`src/hdl/wsac_pkg.sv`:
```
// ----------------------------------------------------------------------------
// wsac_pkg
// Shared types and constants for the worker slot admission controller:
// slot states, event kinds, error codes, beat payloads and cell commands.
// ----------------------------------------------------------------------------
package wsac_pkg;

  // default number of thread slots
  localparam int WSAC_SLOTS = 16;

  // reset value of the working limit
  localparam logic [4:0] WSAC_MAX_WORKING_RST = 5'd1;

  // per-slot state
  typedef enum logic [2:0] {
    ST_ABSENT   = 3'd0,
    ST_WAITING  = 3'd1,
    ST_WORKING  = 3'd2,
    ST_BLOCKING = 3'd3,
    ST_READY    = 3'd4
  } slot_state_t;

  // event kinds
  typedef enum logic [2:0] {
    KIND_JOIN        = 3'd0,
    KIND_LEAVE       = 3'd1,
    KIND_YIELD       = 3'd2,
    KIND_BEGIN_BLOCK = 3'd3,
    KIND_END_BLOCK   = 3'd4
  } kind_t;

  // error codes
  typedef enum logic [1:0] {
    ERR_OK         = 2'd0,
    ERR_MEMBER     = 2'd1,
    ERR_NOT_MEMBER = 2'd2,
    ERR_STATE      = 2'd3
  } err_t;

  // controller sequencer states
  typedef enum logic [1:0] {
    FSM_IDLE,
    FSM_EXEC,
    FSM_SCAN
  } fsm_t;

  // input beat
  typedef struct packed {
    logic [2:0] kind;
    logic [3:0] thread_slot;
  } in_item_t;

  // result beat
  typedef struct packed {
    logic [2:0] caller_state;
    logic       wake_valid;
    logic [3:0] wake_slot;
    logic [1:0] error_code;
    logic [4:0] working_count;
  } out_item_t;

  // state write command toward the cell row
  typedef struct packed {
    logic        caller_we;
    slot_state_t caller_state;
    logic        wake_we;
  } cell_cmd_t;

endpackage

```
`src/hdl/wsac_cell.sv`:
```
// ----------------------------------------------------------------------------
// wsac_cell
// One slot of the cell row: holds the slot state, takes direct writes and
// claims the scan token when waiting, otherwise hands it to the next cell.
// ----------------------------------------------------------------------------
module wsac_cell
  import wsac_pkg::*;
(
  input  logic        clk,
  input  logic        rst_n,
  input  cell_cmd_t   wr,
  input  logic        tok_in,
  output logic        tok_out,
  output slot_state_t state_o,
  output logic        claim_o
);

  slot_state_t st_r, st_nxt;
  logic        tok_r;

  // a waiting slot keeps the token and becomes working
  assign claim_o = tok_r && (st_r == ST_WAITING);
  assign tok_out = tok_r && !claim_o;
  assign state_o = st_r;

  // next slot state
  always_comb begin
    st_nxt = st_r;
    if (wr.caller_we) begin
      st_nxt = wr.caller_state;
    end else if (wr.wake_we || claim_o) begin
      st_nxt = ST_WORKING;
    end
  end

  // state and token registers
  always_ff @(posedge clk) begin
    if (!rst_n) begin
      st_r  <= ST_ABSENT;
      tok_r <= 1'b0;
    end else begin
      st_r  <= st_nxt;
      tok_r <= tok_in;
    end
  end

endmodule

```
`src/hdl/wsac_chain.sv`:
```
// ----------------------------------------------------------------------------
// wsac_chain
// Row of slot cells: decodes writes to single cells, threads the scan
// token from the lowest slot upward and reads back one slot state.
// ----------------------------------------------------------------------------
module wsac_chain
  import wsac_pkg::*;
#(
  parameter int  SLOTS = WSAC_SLOTS,
  localparam int IdxW  = $clog2(SLOTS)
) (
  input  logic            clk,
  input  logic            rst_n,
  input  cell_cmd_t       cmd,
  input  logic [IdxW-1:0] caller_idx,
  input  logic [IdxW-1:0] wake_idx,
  input  logic            scan_go,
  input  logic [IdxW-1:0] rd_idx,
  output slot_state_t     rd_state,
  output logic            claim_any
);

  cell_cmd_t   cell_wr [SLOTS];
  slot_state_t cell_st [SLOTS];
  logic [SLOTS:0]   tok;
  logic [SLOTS-1:0] claim;

  // token enters at the lowest slot
  assign tok[0] = scan_go;

  for (genvar i = 0; i < SLOTS; i++) begin : g_cell
    // per-cell write decode
    always_comb begin
      cell_wr[i].caller_we    = cmd.caller_we && (caller_idx == IdxW'(i));
      cell_wr[i].caller_state = cmd.caller_state;
      cell_wr[i].wake_we      = cmd.wake_we && (wake_idx == IdxW'(i));
    end

    wsac_cell u_cell (
      .clk     (clk),
      .rst_n   (rst_n),
      .wr      (cell_wr[i]),
      .tok_in  (tok[i]),
      .tok_out (tok[i+1]),
      .state_o (cell_st[i]),
      .claim_o (claim[i])
    );
  end

  // read back one slot and flag a claim anywhere in the row
  assign rd_state  = cell_st[rd_idx];
  assign claim_any = |claim;

endmodule

```
`src/hdl/worker_slot_admission_control_unit.sv`:
```
// ----------------------------------------------------------------------------
// worker_slot_admission_control_unit
// Admission controller limiting how many thread slots work at once, with
// a ready queue for slots coming back from blocking.
// ----------------------------------------------------------------------------
// Usage
//   Input: raise start with in_item (kind, thread_slot) while busy is low;
//   the beat is taken at that edge and busy rises until the result leaves.
//   Output: one result beat per event on out_item, marked by out_valid for
//   exactly one cycle; the receiver must take it, there is no stall.
//   Config: cfg_we with cfg_max_working writes the working limit; write
//   only while busy is low and no result is pending.
//   Timing: the accepted event runs in the EXEC state; the strobe is registered.
//   A leave or begin-blocking that frees capacity while the ready queue is
//   empty sends a token down the slot cell row, one cell per cycle, to find
//   the lowest waiting slot before the result strobe is given.
//   Events: start may be accepted in the cycle that carries the previous
//   result strobe, and not while busy is high; scans keep busy high longer.
//   Reset: all slots absent, ready queue empty, working count 0, limit 1.
//   The block takes events in the first cycle after reset.
// ----------------------------------------------------------------------------
module worker_slot_admission_control_unit
  import wsac_pkg::*;
#(
  parameter int SLOTS = WSAC_SLOTS
) (
  input  logic       clk,
  input  logic       rst_n,
  input  logic       start,
  output logic       busy,
  input  in_item_t   in_item,
  output logic       out_valid,
  output out_item_t  out_item,
  input  logic       cfg_we,
  input  logic [4:0] cfg_max_working
);

  localparam int IdxW = $clog2(SLOTS);
  localparam int CntW = $clog2(SLOTS + 1);
  localparam logic [IdxW-1:0] LastIdx = IdxW'(SLOTS - 1);
  localparam logic [CntW-1:0] Depth   = CntW'(SLOTS);

  fsm_t            fsm_r, fsm_nxt;
  logic [2:0]      kind_r;
  logic [3:0]      slot_r;
  logic [4:0]      max_r;
  logic [4:0]      total_r, total_nxt;
  logic [IdxW-1:0] head_r, head_nxt;
  logic [IdxW-1:0] tail_r, tail_nxt;
  logic [CntW-1:0] cnt_r, cnt_nxt;
  logic [IdxW-1:0] scan_cnt_r, scan_cnt_nxt;
  slot_state_t     pend_r, pend_nxt;
  logic            out_valid_r, emit;
  out_item_t       out_item_r, res;
  logic [IdxW-1:0] fifo_mem_r [SLOTS];
  logic [IdxW-1:0] head_data_r;
  logic            push_we;

  cell_cmd_t       cmd;
  logic [IdxW-1:0] slot_idx;
  logic [IdxW-1:0] wake_idx;
  logic            scan_go;
  slot_state_t     rd_state;
  logic            claim_any;

  logic            in_range;
  slot_state_t     cur;
  err_t            err;
  logic [4:0]      total_dec;
  logic            cap_free;

  assign busy      = (fsm_r != FSM_IDLE);
  assign out_valid = out_valid_r;
  assign out_item  = out_item_r;
  assign slot_idx  = IdxW'(slot_r);

  // cell row
  wsac_chain #(
    .SLOTS (SLOTS)
  ) u_chain (
    .clk        (clk),
    .rst_n      (rst_n),
    .cmd        (cmd),
    .caller_idx (slot_idx),
    .wake_idx   (wake_idx),
    .scan_go    (scan_go),
    .rd_idx     (slot_idx),
    .rd_state   (rd_state),
    .claim_any  (claim_any)
  );

  // event legality
  always_comb begin
    in_range = (32'(slot_r) < SLOTS);
    cur      = in_range ? rd_state : ST_ABSENT;
    if (!in_range) begin
      err = ERR_NOT_MEMBER;
    end else if (kind_r != KIND_JOIN && kind_r != KIND_LEAVE && kind_r != KIND_YIELD &&
                 kind_r != KIND_BEGIN_BLOCK && kind_r != KIND_END_BLOCK) begin
      err = ERR_STATE;
    end else if (kind_r == KIND_JOIN && cur != ST_ABSENT) begin
      err = ERR_MEMBER;
    end else if (kind_r != KIND_JOIN && cur == ST_ABSENT) begin
      err = ERR_NOT_MEMBER;
    end else if (kind_r == KIND_END_BLOCK && cur != ST_BLOCKING) begin
      err = ERR_STATE;
    end else if ((kind_r == KIND_LEAVE || kind_r == KIND_YIELD ||
                  kind_r == KIND_BEGIN_BLOCK) && cur != ST_WORKING) begin
      err = ERR_STATE;
    end else begin
      err = ERR_OK;
    end
    total_dec = total_r - 5'd1;
    cap_free  = (total_dec < max_r);
  end

  // sequencer: next state, cell commands, queue and result
  always_comb begin
    fsm_nxt          = fsm_r;
    total_nxt        = total_r;
    head_nxt         = head_r;
    tail_nxt         = tail_r;
    cnt_nxt          = cnt_r;
    scan_cnt_nxt     = scan_cnt_r;
    pend_nxt         = pend_r;
    push_we          = 1'b0;
    scan_go          = 1'b0;
    emit             = 1'b0;
    wake_idx         = head_data_r;
    cmd.caller_we    = 1'b0;
    cmd.caller_state = ST_ABSENT;
    cmd.wake_we      = 1'b0;
    res.caller_state = cur;
    res.wake_valid   = 1'b0;
    res.wake_slot    = '0;
    res.error_code   = err;
    res.working_count = total_r;

    unique case (fsm_r)
      FSM_IDLE: begin
        if (start) begin
          fsm_nxt = FSM_EXEC;
        end
      end

      FSM_EXEC: begin
        fsm_nxt = FSM_IDLE;
        emit    = 1'b1;
        if (err == ERR_OK) begin
          case (kind_r)
            KIND_JOIN: begin
              cmd.caller_we = 1'b1;
              if (total_r < max_r) begin
                cmd.caller_state = ST_WORKING;
                total_nxt        = total_r + 5'd1;
              end else begin
                cmd.caller_state = ST_WAITING;
              end
            end

            KIND_LEAVE, KIND_BEGIN_BLOCK: begin
              cmd.caller_we    = 1'b1;
              cmd.caller_state = (kind_r == KIND_LEAVE) ? ST_ABSENT : ST_BLOCKING;
              total_nxt        = total_dec;
              if (cap_free && cnt_r != '0) begin
                // hand the freed place to the queue head
                cmd.wake_we    = 1'b1;
                head_nxt       = (head_r == LastIdx) ? '0 : head_r + 1'b1;
                cnt_nxt        = cnt_r - 1'b1;
                total_nxt      = total_r;
                res.wake_valid = 1'b1;
                res.wake_slot  = 4'(head_data_r);
              end else if (cap_free) begin
                // look for the lowest waiting slot
                scan_go      = 1'b1;
                scan_cnt_nxt = '0;
                pend_nxt     = cmd.caller_state;
                fsm_nxt      = FSM_SCAN;
                emit         = 1'b0;
              end
            end

            KIND_YIELD: begin
              if (cnt_r != '0) begin
                cmd.caller_we    = 1'b1;
                cmd.caller_state = ST_WAITING;
                cmd.wake_we      = 1'b1;
                head_nxt         = (head_r == LastIdx) ? '0 : head_r + 1'b1;
                cnt_nxt          = cnt_r - 1'b1;
                res.wake_valid   = 1'b1;
                res.wake_slot    = 4'(head_data_r);
              end
            end

            KIND_END_BLOCK: begin
              if (total_r < max_r) begin
                cmd.caller_we    = 1'b1;
                cmd.caller_state = ST_WORKING;
                total_nxt        = total_r + 5'd1;
              end else if (cnt_r < Depth) begin
                cmd.caller_we    = 1'b1;
                cmd.caller_state = ST_READY;
                push_we          = 1'b1;
                tail_nxt         = (tail_r == LastIdx) ? '0 : tail_r + 1'b1;
                cnt_nxt          = cnt_r + 1'b1;
              end
            end

            default: begin
            end
          endcase
          if (cmd.caller_we) begin
            res.caller_state = cmd.caller_state;
          end
          res.working_count = total_nxt;
        end
      end

      FSM_SCAN: begin
        res.caller_state  = pend_r;
        res.error_code    = ERR_OK;
        res.working_count = total_r;
        if (claim_any) begin
          total_nxt         = total_r + 5'd1;
          res.wake_valid    = 1'b1;
          res.wake_slot     = 4'(scan_cnt_r);
          res.working_count = total_r + 5'd1;
          emit              = 1'b1;
          fsm_nxt           = FSM_IDLE;
        end else if (scan_cnt_r == LastIdx) begin
          emit    = 1'b1;
          fsm_nxt = FSM_IDLE;
        end else begin
          scan_cnt_nxt = scan_cnt_r + 1'b1;
        end
      end

      default: begin
        fsm_nxt = FSM_IDLE;
      end
    endcase
  end

  // control registers
  always_ff @(posedge clk) begin
    if (!rst_n) begin
      fsm_r       <= FSM_IDLE;
      max_r       <= WSAC_MAX_WORKING_RST;
      total_r     <= '0;
      head_r      <= '0;
      tail_r      <= '0;
      cnt_r       <= '0;
      out_valid_r <= 1'b0;
    end else begin
      fsm_r       <= fsm_nxt;
      total_r     <= total_nxt;
      head_r      <= head_nxt;
      tail_r      <= tail_nxt;
      cnt_r       <= cnt_nxt;
      out_valid_r <= emit;
      if (cfg_we) begin
        max_r <= cfg_max_working;
      end
    end
  end

  // input beat capture, scan bookkeeping and result payload
  always_ff @(posedge clk) begin
    if (start && !busy) begin
      kind_r <= in_item.kind;
      slot_r <= in_item.thread_slot;
    end
    scan_cnt_r <= scan_cnt_nxt;
    pend_r     <= pend_nxt;
    if (emit) begin
      out_item_r <= res;
    end
  end

  // ready queue storage with registered head read
  always_ff @(posedge clk) begin
    if (push_we) begin
      fifo_mem_r[tail_r] <= slot_idx;
    end
    head_data_r <= fifo_mem_r[head_r];
  end

  // checks
  assert property (@(posedge clk) disable iff (!rst_n) cnt_r <= Depth)
    else $error("ready queue count exceeds its depth");

  assert property (@(posedge clk) disable iff (!rst_n) out_valid_r |=> !out_valid_r)
    else $error("result strobe held for two cycles");

  assert property (@(posedge clk) disable iff (!rst_n) claim_any |-> fsm_r == FSM_SCAN)
    else $error("cell claimed a slot outside a scan");

  assert property (@(posedge clk) disable iff (!rst_n)
    (out_valid_r && out_item_r.error_code != ERR_OK) |-> !out_item_r.wake_valid)
    else $error("rejected event reports a wake");

  assert property (@(posedge clk) disable iff (!rst_n)
    (start && !busy) |=> fsm_r == FSM_EXEC)
    else $error("accepted event did not enter execution");

endmodule

```
`config.mk`:
```
export PLATFORM = sky130hd
export DESIGN_NAME = worker_slot_admission_control_unit
export DESIGN_NICKNAME = d
export VERILOG_FILES = /design/src/hdl/wsac_pkg.sv /design/src/hdl/wsac_cell.sv /design/src/hdl/wsac_chain.sv /design/src/hdl/worker_slot_admission_control_unit.sv
export SDC_FILE = /design/constraint.sdc
export NUM_CORES = 1
export LEC_CHECK = 0
export ABC_CLOCK_PERIOD_IN_PS = 5450
export BUFFER_PORTS_ARGS = -buffer_cell sky130_fd_sc_hd__buf_2
export CORE_MARGIN = 1.5
export CORE_UTILIZATION = 38
export CTS_CLUSTER_SIZE = 25
export DETAILED_ROUTE_END_ITERATION = 8
export GPL_TIMING_DRIVEN = 1
export HOLD_SLACK_MARGIN = 0.02
export PLACE_DENSITY = 0.56
export SLEW_MARGIN = 15
export SYNTH_ARGS = -nofsm -noshare
export SYNTH_HDL_FRONTEND = slang
export SYNTH_SLANG_ARGS = --single-unit
```
`constraint.sdc`:
```
create_clock -name clk -period 5.45 [get_ports clk]
set_input_delay 0.8175 -clock clk [delete_from_list [all_inputs] [get_ports clk]]
set_output_delay 0.8175 -clock clk [all_outputs]
set_load 0.02 [all_outputs]
```
==> results <==
- The ratio of final minimum period to clock period is 75.9%.
- The total CTS buffers is 17.
- The largest net degree at the start of global routing is 71.
- The reg2reg setup slack is 1.31 ns.
- The first-pass GRT wire length is 39,500 microns.
- The first detailed-routing pass took 5 iterations.
- The worst min-delay path class is reg -> reg.
- Data on the critical path arrives at its endpoint at 4.49 ns.
- From bottom edge to top edge, the die measures 160 microns.
- For this run, the post-layout net count is 909.
- The total grt overflow is 0.
- The average instance in the mapped netlist occupies 10.7 sq um.
- The fraction of power spent switching nets is 26.0%.
- The areal power density over the cells is 281 nW/um^2.
- The worst-skew pair later-pin latency is 0.45 ns.
- The final clock skew is 0.0137 ns.
- The total die area is 25,400 sq um.
- The analysis attributes to cell leakage a power of 3.54 nW.
- The combinational cell fraction of total power is 6.3%.
- Synthesis produced a netlist with a net count of 908.
- The hold violation total from the final report is 0.
- Once the floorplan was initialized, standard cells occupied 38.5% of the core.
- The number of DRC violations after detailed-routing iteration 0 is 623.
- Cells fill 42.4% of the core in the end.
- The cell count after synthesis came out at 868.
- The clock transition at the register clock pins on the worst setup and hold paths after CTS is 0.08 ns.
- The routability congestion estimate is 0.892.
- The floorplan has 57 rows.
- STA classifies the critical path endpoint as a flop.
- In the final routed layout, each cell accounts on average for 20.5 microns.
- The aggregate routed wire length is 24,800 microns.
- The run finished with clean final reports.
- The total of cells resized after clock tree synthesis is 0.
- The power share of the clock group is 42.2%.
- The placed wire-length estimate after detailed placement is 17,500 microns.
- The sequential-to-total area share from yosys stat is 49.6%.
- The worst pin sits at a relative slew slack of 34.0%.
- The pre-CTS worst setup slack is 1.35 ns.
- Yosys printed 0 warnings.
- The total of buffers placed on input and output ports is 32.
- The data required time of the critical path is 5.80 ns.
- The largest fanout on the critical path is 46.
- The worst path setup slack after routing is 1.31 ns.
- The share of cells above drive strength 1 is 14.9%.
- Overall power consumption after layout is estimated at 2.89 mW.
- The primary flip-flop cell chosen by synthesis mapping is sky130_fd_sc_hd__dfxtp_1.
- The number of antenna repair diodes is 0.
- The H-tree generated during clock tree synthesis spans 4 levels.
- Hold timing on the final database bottoms out at a slack of 0.431 ns.
- The clock tree buffer depth is 2.
- Once layout is complete, the cells apart from fillers number 1,206.
- The floorplan step set the die width to 160 microns.
- The signed area change from the synthesized netlist to the final layout is 10.1%.
- Summing every instance area after synthesis gives 9310 sq um.
- The clock drives 185 sinks.
- Internal power comes to 2.14 mW.
- The count of pins on the block boundary is 33.
- The kind of critical path is reg -> reg.
- Setup repair after global routing left no endpoint under its margin.
- The net load switching power is 0.750 mW.
- The max-capacitance violation count is 0.
- The post-route antenna net violation count is 0.
- The total negative setup slack is 0 ns.
- The part of the power in registers is 51.5%.
- IR analysis of the VDD net gives a maximum drop of 0.000130 V.
- After routing the design area is 10,300 sq um.
- The post-placement cell count is 1,174.
- After synthesis, the netlist uses 81 different library cells.
- After synthesis the netlist holds a flip-flop and latch count of 185.
- The via count of the first global-routing pass is 6,711.
- The smallest clock period supported by the final layout is computed as 4.14 ns.
- The upper clock frequency limit is 242 MHz.
- For this run, design rule violations remaining after detail routing come to 0.
- The global router's overall resource usage is 20.2%.
- The transition time at the pin with the least slew margin is 0.990 ns.
- The count of flip-flops with a built-in enable after synthesis is 91.
- TritonCTS built the clock tree.
- The core box area is 24,200 sq um.
- Hold repair after CTS inserted 0 buffers.
- The root buffer selected by CTS is sky130_fd_sc_hd__clkbuf_16.
- The share of async-settable or async-resettable flops after synthesis is 0%.
- Post-CTS timing repair inserted 0 buffers for setup.
- Setup violations remaining at the end of the flow were counted as 0.
- Using the TritonRoute via totals, the vias-per-cell ratio works out to 5.74.
- The number of antenna violations at the first check in global routing was 0.
- The total number of vias is 6,924.
- In this run the cell area measured after placement is 9670 sq um.
- The worst setup path is launched from a flop.
- The number of max-slew violations in the final report is 0.
[area by class of cell]
cell class / count / area (sq um)
clock buffer: 18 / 429
fill: 2308 / 13900
clock inverter: 14 / 150
sequential: 185 / 4610
tap: 324 / 405
multi-input combinational: 590 / 4290
timing repair buffer: 43 / 243
inverter: 32 / 120
[synth_stat cells, types with 4 or more instances]
cell type	instances	area share, %
sky130_fd_sc_hd__nand4_1	13	0.87
sky130_fd_sc_hd__o211ai_1	15	1.2
sky130_fd_sc_hd__o22ai_1	11	0.74
sky130_fd_sc_hd__and3_1	10	0.67
sky130_fd_sc_hd__nor4bb_1	16	1.7
sky130_fd_sc_hd__edfxtp_1	91	29
sky130_fd_sc_hd__mux2i_1	29	3.1
sky130_fd_sc_hd__a211oi_1	6	0.48
sky130_fd_sc_hd__xnor2_1	7	0.66
sky130_fd_sc_hd__nand2_1	63	2.5
sky130_fd_sc_hd__dfxtp_1	94	20
sky130_fd_sc_hd__clkbuf_1	40	1.6
sky130_fd_sc_hd__ha_1	23	3.1
sky130_fd_sc_hd__nand3b_1	4	0.32
sky130_fd_sc_hd__nand3_1	39	2.1
sky130_fd_sc_hd__buf_6	4	0.48
sky130_fd_sc_hd__o21ai_0	44	2.4
sky130_fd_sc_hd__buf_2	8	0.43
sky130_fd_sc_hd__a31oi_1	23	1.5
sky130_fd_sc_hd__nor3_1	22	1.2
sky130_fd_sc_hd__a21oi_1	32	1.7
sky130_fd_sc_hd__a21o_1	7	0.56
sky130_fd_sc_hd__inv_1	30	1.2
sky130_fd_sc_hd__nand2b_1	15	1.0
sky130_fd_sc_hd__mux4_2	25	6.0
sky130_fd_sc_hd__o21ai_1	5	0.27
sky130_fd_sc_hd__and2_1	9	0.60
sky130_fd_sc_hd__xor2_1	5	0.47
sky130_fd_sc_hd__nor2_1	65	2.6
sky130_fd_sc_hd__or2_2	5	0.34
sky130_fd_sc_hd__o21a_1	7	0.56
sky130_fd_sc_hd__o31ai_1	7	0.56
sky130_fd_sc_hd__buf_1	7	0.28
sky130_fd_sc_hd__a32o_1	5	0.54
sky130_fd_sc_hd__mux2_2	9	1.1
sky130_fd_sc_hd__nor4_1	4	0.27
[routing by layer]
| layer | wire length, microns | up-vias | GRT usage, % |
|---|---|---|---|
| met3 | 1320 | 28 | 3.23 |
| met5 | 0 | - | 0 |
| met2 | 11300 | 226 | 31.1 |
| li1 | - | 3286 | - |
| met4 | 410 | 0 | 6.60 |
| met1 | 11800 | 3384 | 29.1 |
[state kept, by name, indices dropped and copies added, names as in the netlist]
signal                         count
fsm_r                              2
kind_r                             3
fifo_mem_r                        64
head_r                             4
out_item                          15
cnt_r                              5
pend_r                             1
scan_cnt_r                         4
u_chain.g_cell.u_cell.tok_r       16
u_chain.g_cell.u_cell.state_o     48
max_r                              5
head_data_r                        4
total_r                            5
slot_idx                           4
tail_r                             4
out_valid                          1
[kinds of logic (layout without fill, tap and decap cells)]
logic type	after synthesis	count (layout)	synth area share, %
flops	185	185	49.6
xor+xnor	12	12	1.13
mux	63	63	10.3
compound gates	203	203	14.8
fa+ha+maj	24	24	3.31
buf+inv	93	107	4.40
simple gates	288	288	16.5
[placed cells by master (no fill, tap or decap), drive strengths merged, types with 6 or more instances in the layout]
cell type,instances
nor2,65
o31ai,7
xnor2,7
dfxtp,94
ha,23
and2,9
nand2,63
nor4bb,16
edfxtp,91
a21oi,32
nand4,15
nand2b,15
or2,6
clkinv,7
inv,37
o21a,7
clkbuf,18
o21ai,49
a31oi,24
and3,10
mux4,25
mux2,9
mux2i,29
a211oi,7
o22ai,11
nor3,23
o211ai,15
a21o,7
buf,43
nand3,41
[path summary, 6_finish.rpt]
| path | start | end | depth (start not counted) |
|---|---|---|---|
| max reg2reg | slot_idx[1]$_DFFE_PP_ | u_chain.g_cell[3].u_cell.state_o[0]$_SDFFE_PN0P_ | 9 |
| min reg2reg | u_chain.g_cell[14].u_cell.tok_r$_SDFF_PN0_ | u_chain.g_cell[15].u_cell.tok_r$_SDFF_PN0_ | 2 |
| max | slot_idx[1]$_DFFE_PP_ | u_chain.g_cell[3].u_cell.state_o[0]$_SDFFE_PN0P_ | 9 |
| min | u_chain.g_cell[14].u_cell.tok_r$_SDFF_PN0_ | u_chain.g_cell[15].u_cell.tok_r$_SDFF_PN0_ | 2 |
[power by group through the flow]
stage | Combinational [mW] | Sequential [mW] | Clock, mW
floorplan | 0.131 | 1.51 | 0
global placement | 0.180 | 1.52 | 0
detailed placement | 0.181 | 1.52 | 0
CTS | 0.181 | 1.49 | 1.24
global route | 0.198 | 1.49 | 1.30
finish | 0.182 | 1.49 | 1.22
[worst max-delay path: stages, from the launching register on]
cell and delay (ns):
sky130_fd_sc_hd__edfxtp_1 1.01, sky130_fd_sc_hd__mux2i_1 0.22, sky130_fd_sc_hd__mux4_2 0.54, sky130_fd_sc_hd__nor3_1 0.30, sky130_fd_sc_hd__a32o_1 0.19, sky130_fd_sc_hd__a31o_2 0.11
sky130_fd_sc_hd__buf_4 0.46, sky130_fd_sc_hd__and2_1 0.26, sky130_fd_sc_hd__nand3_1 0.52, sky130_fd_sc_hd__o31ai_1 0.42
(Power assumes the default switching activity.)
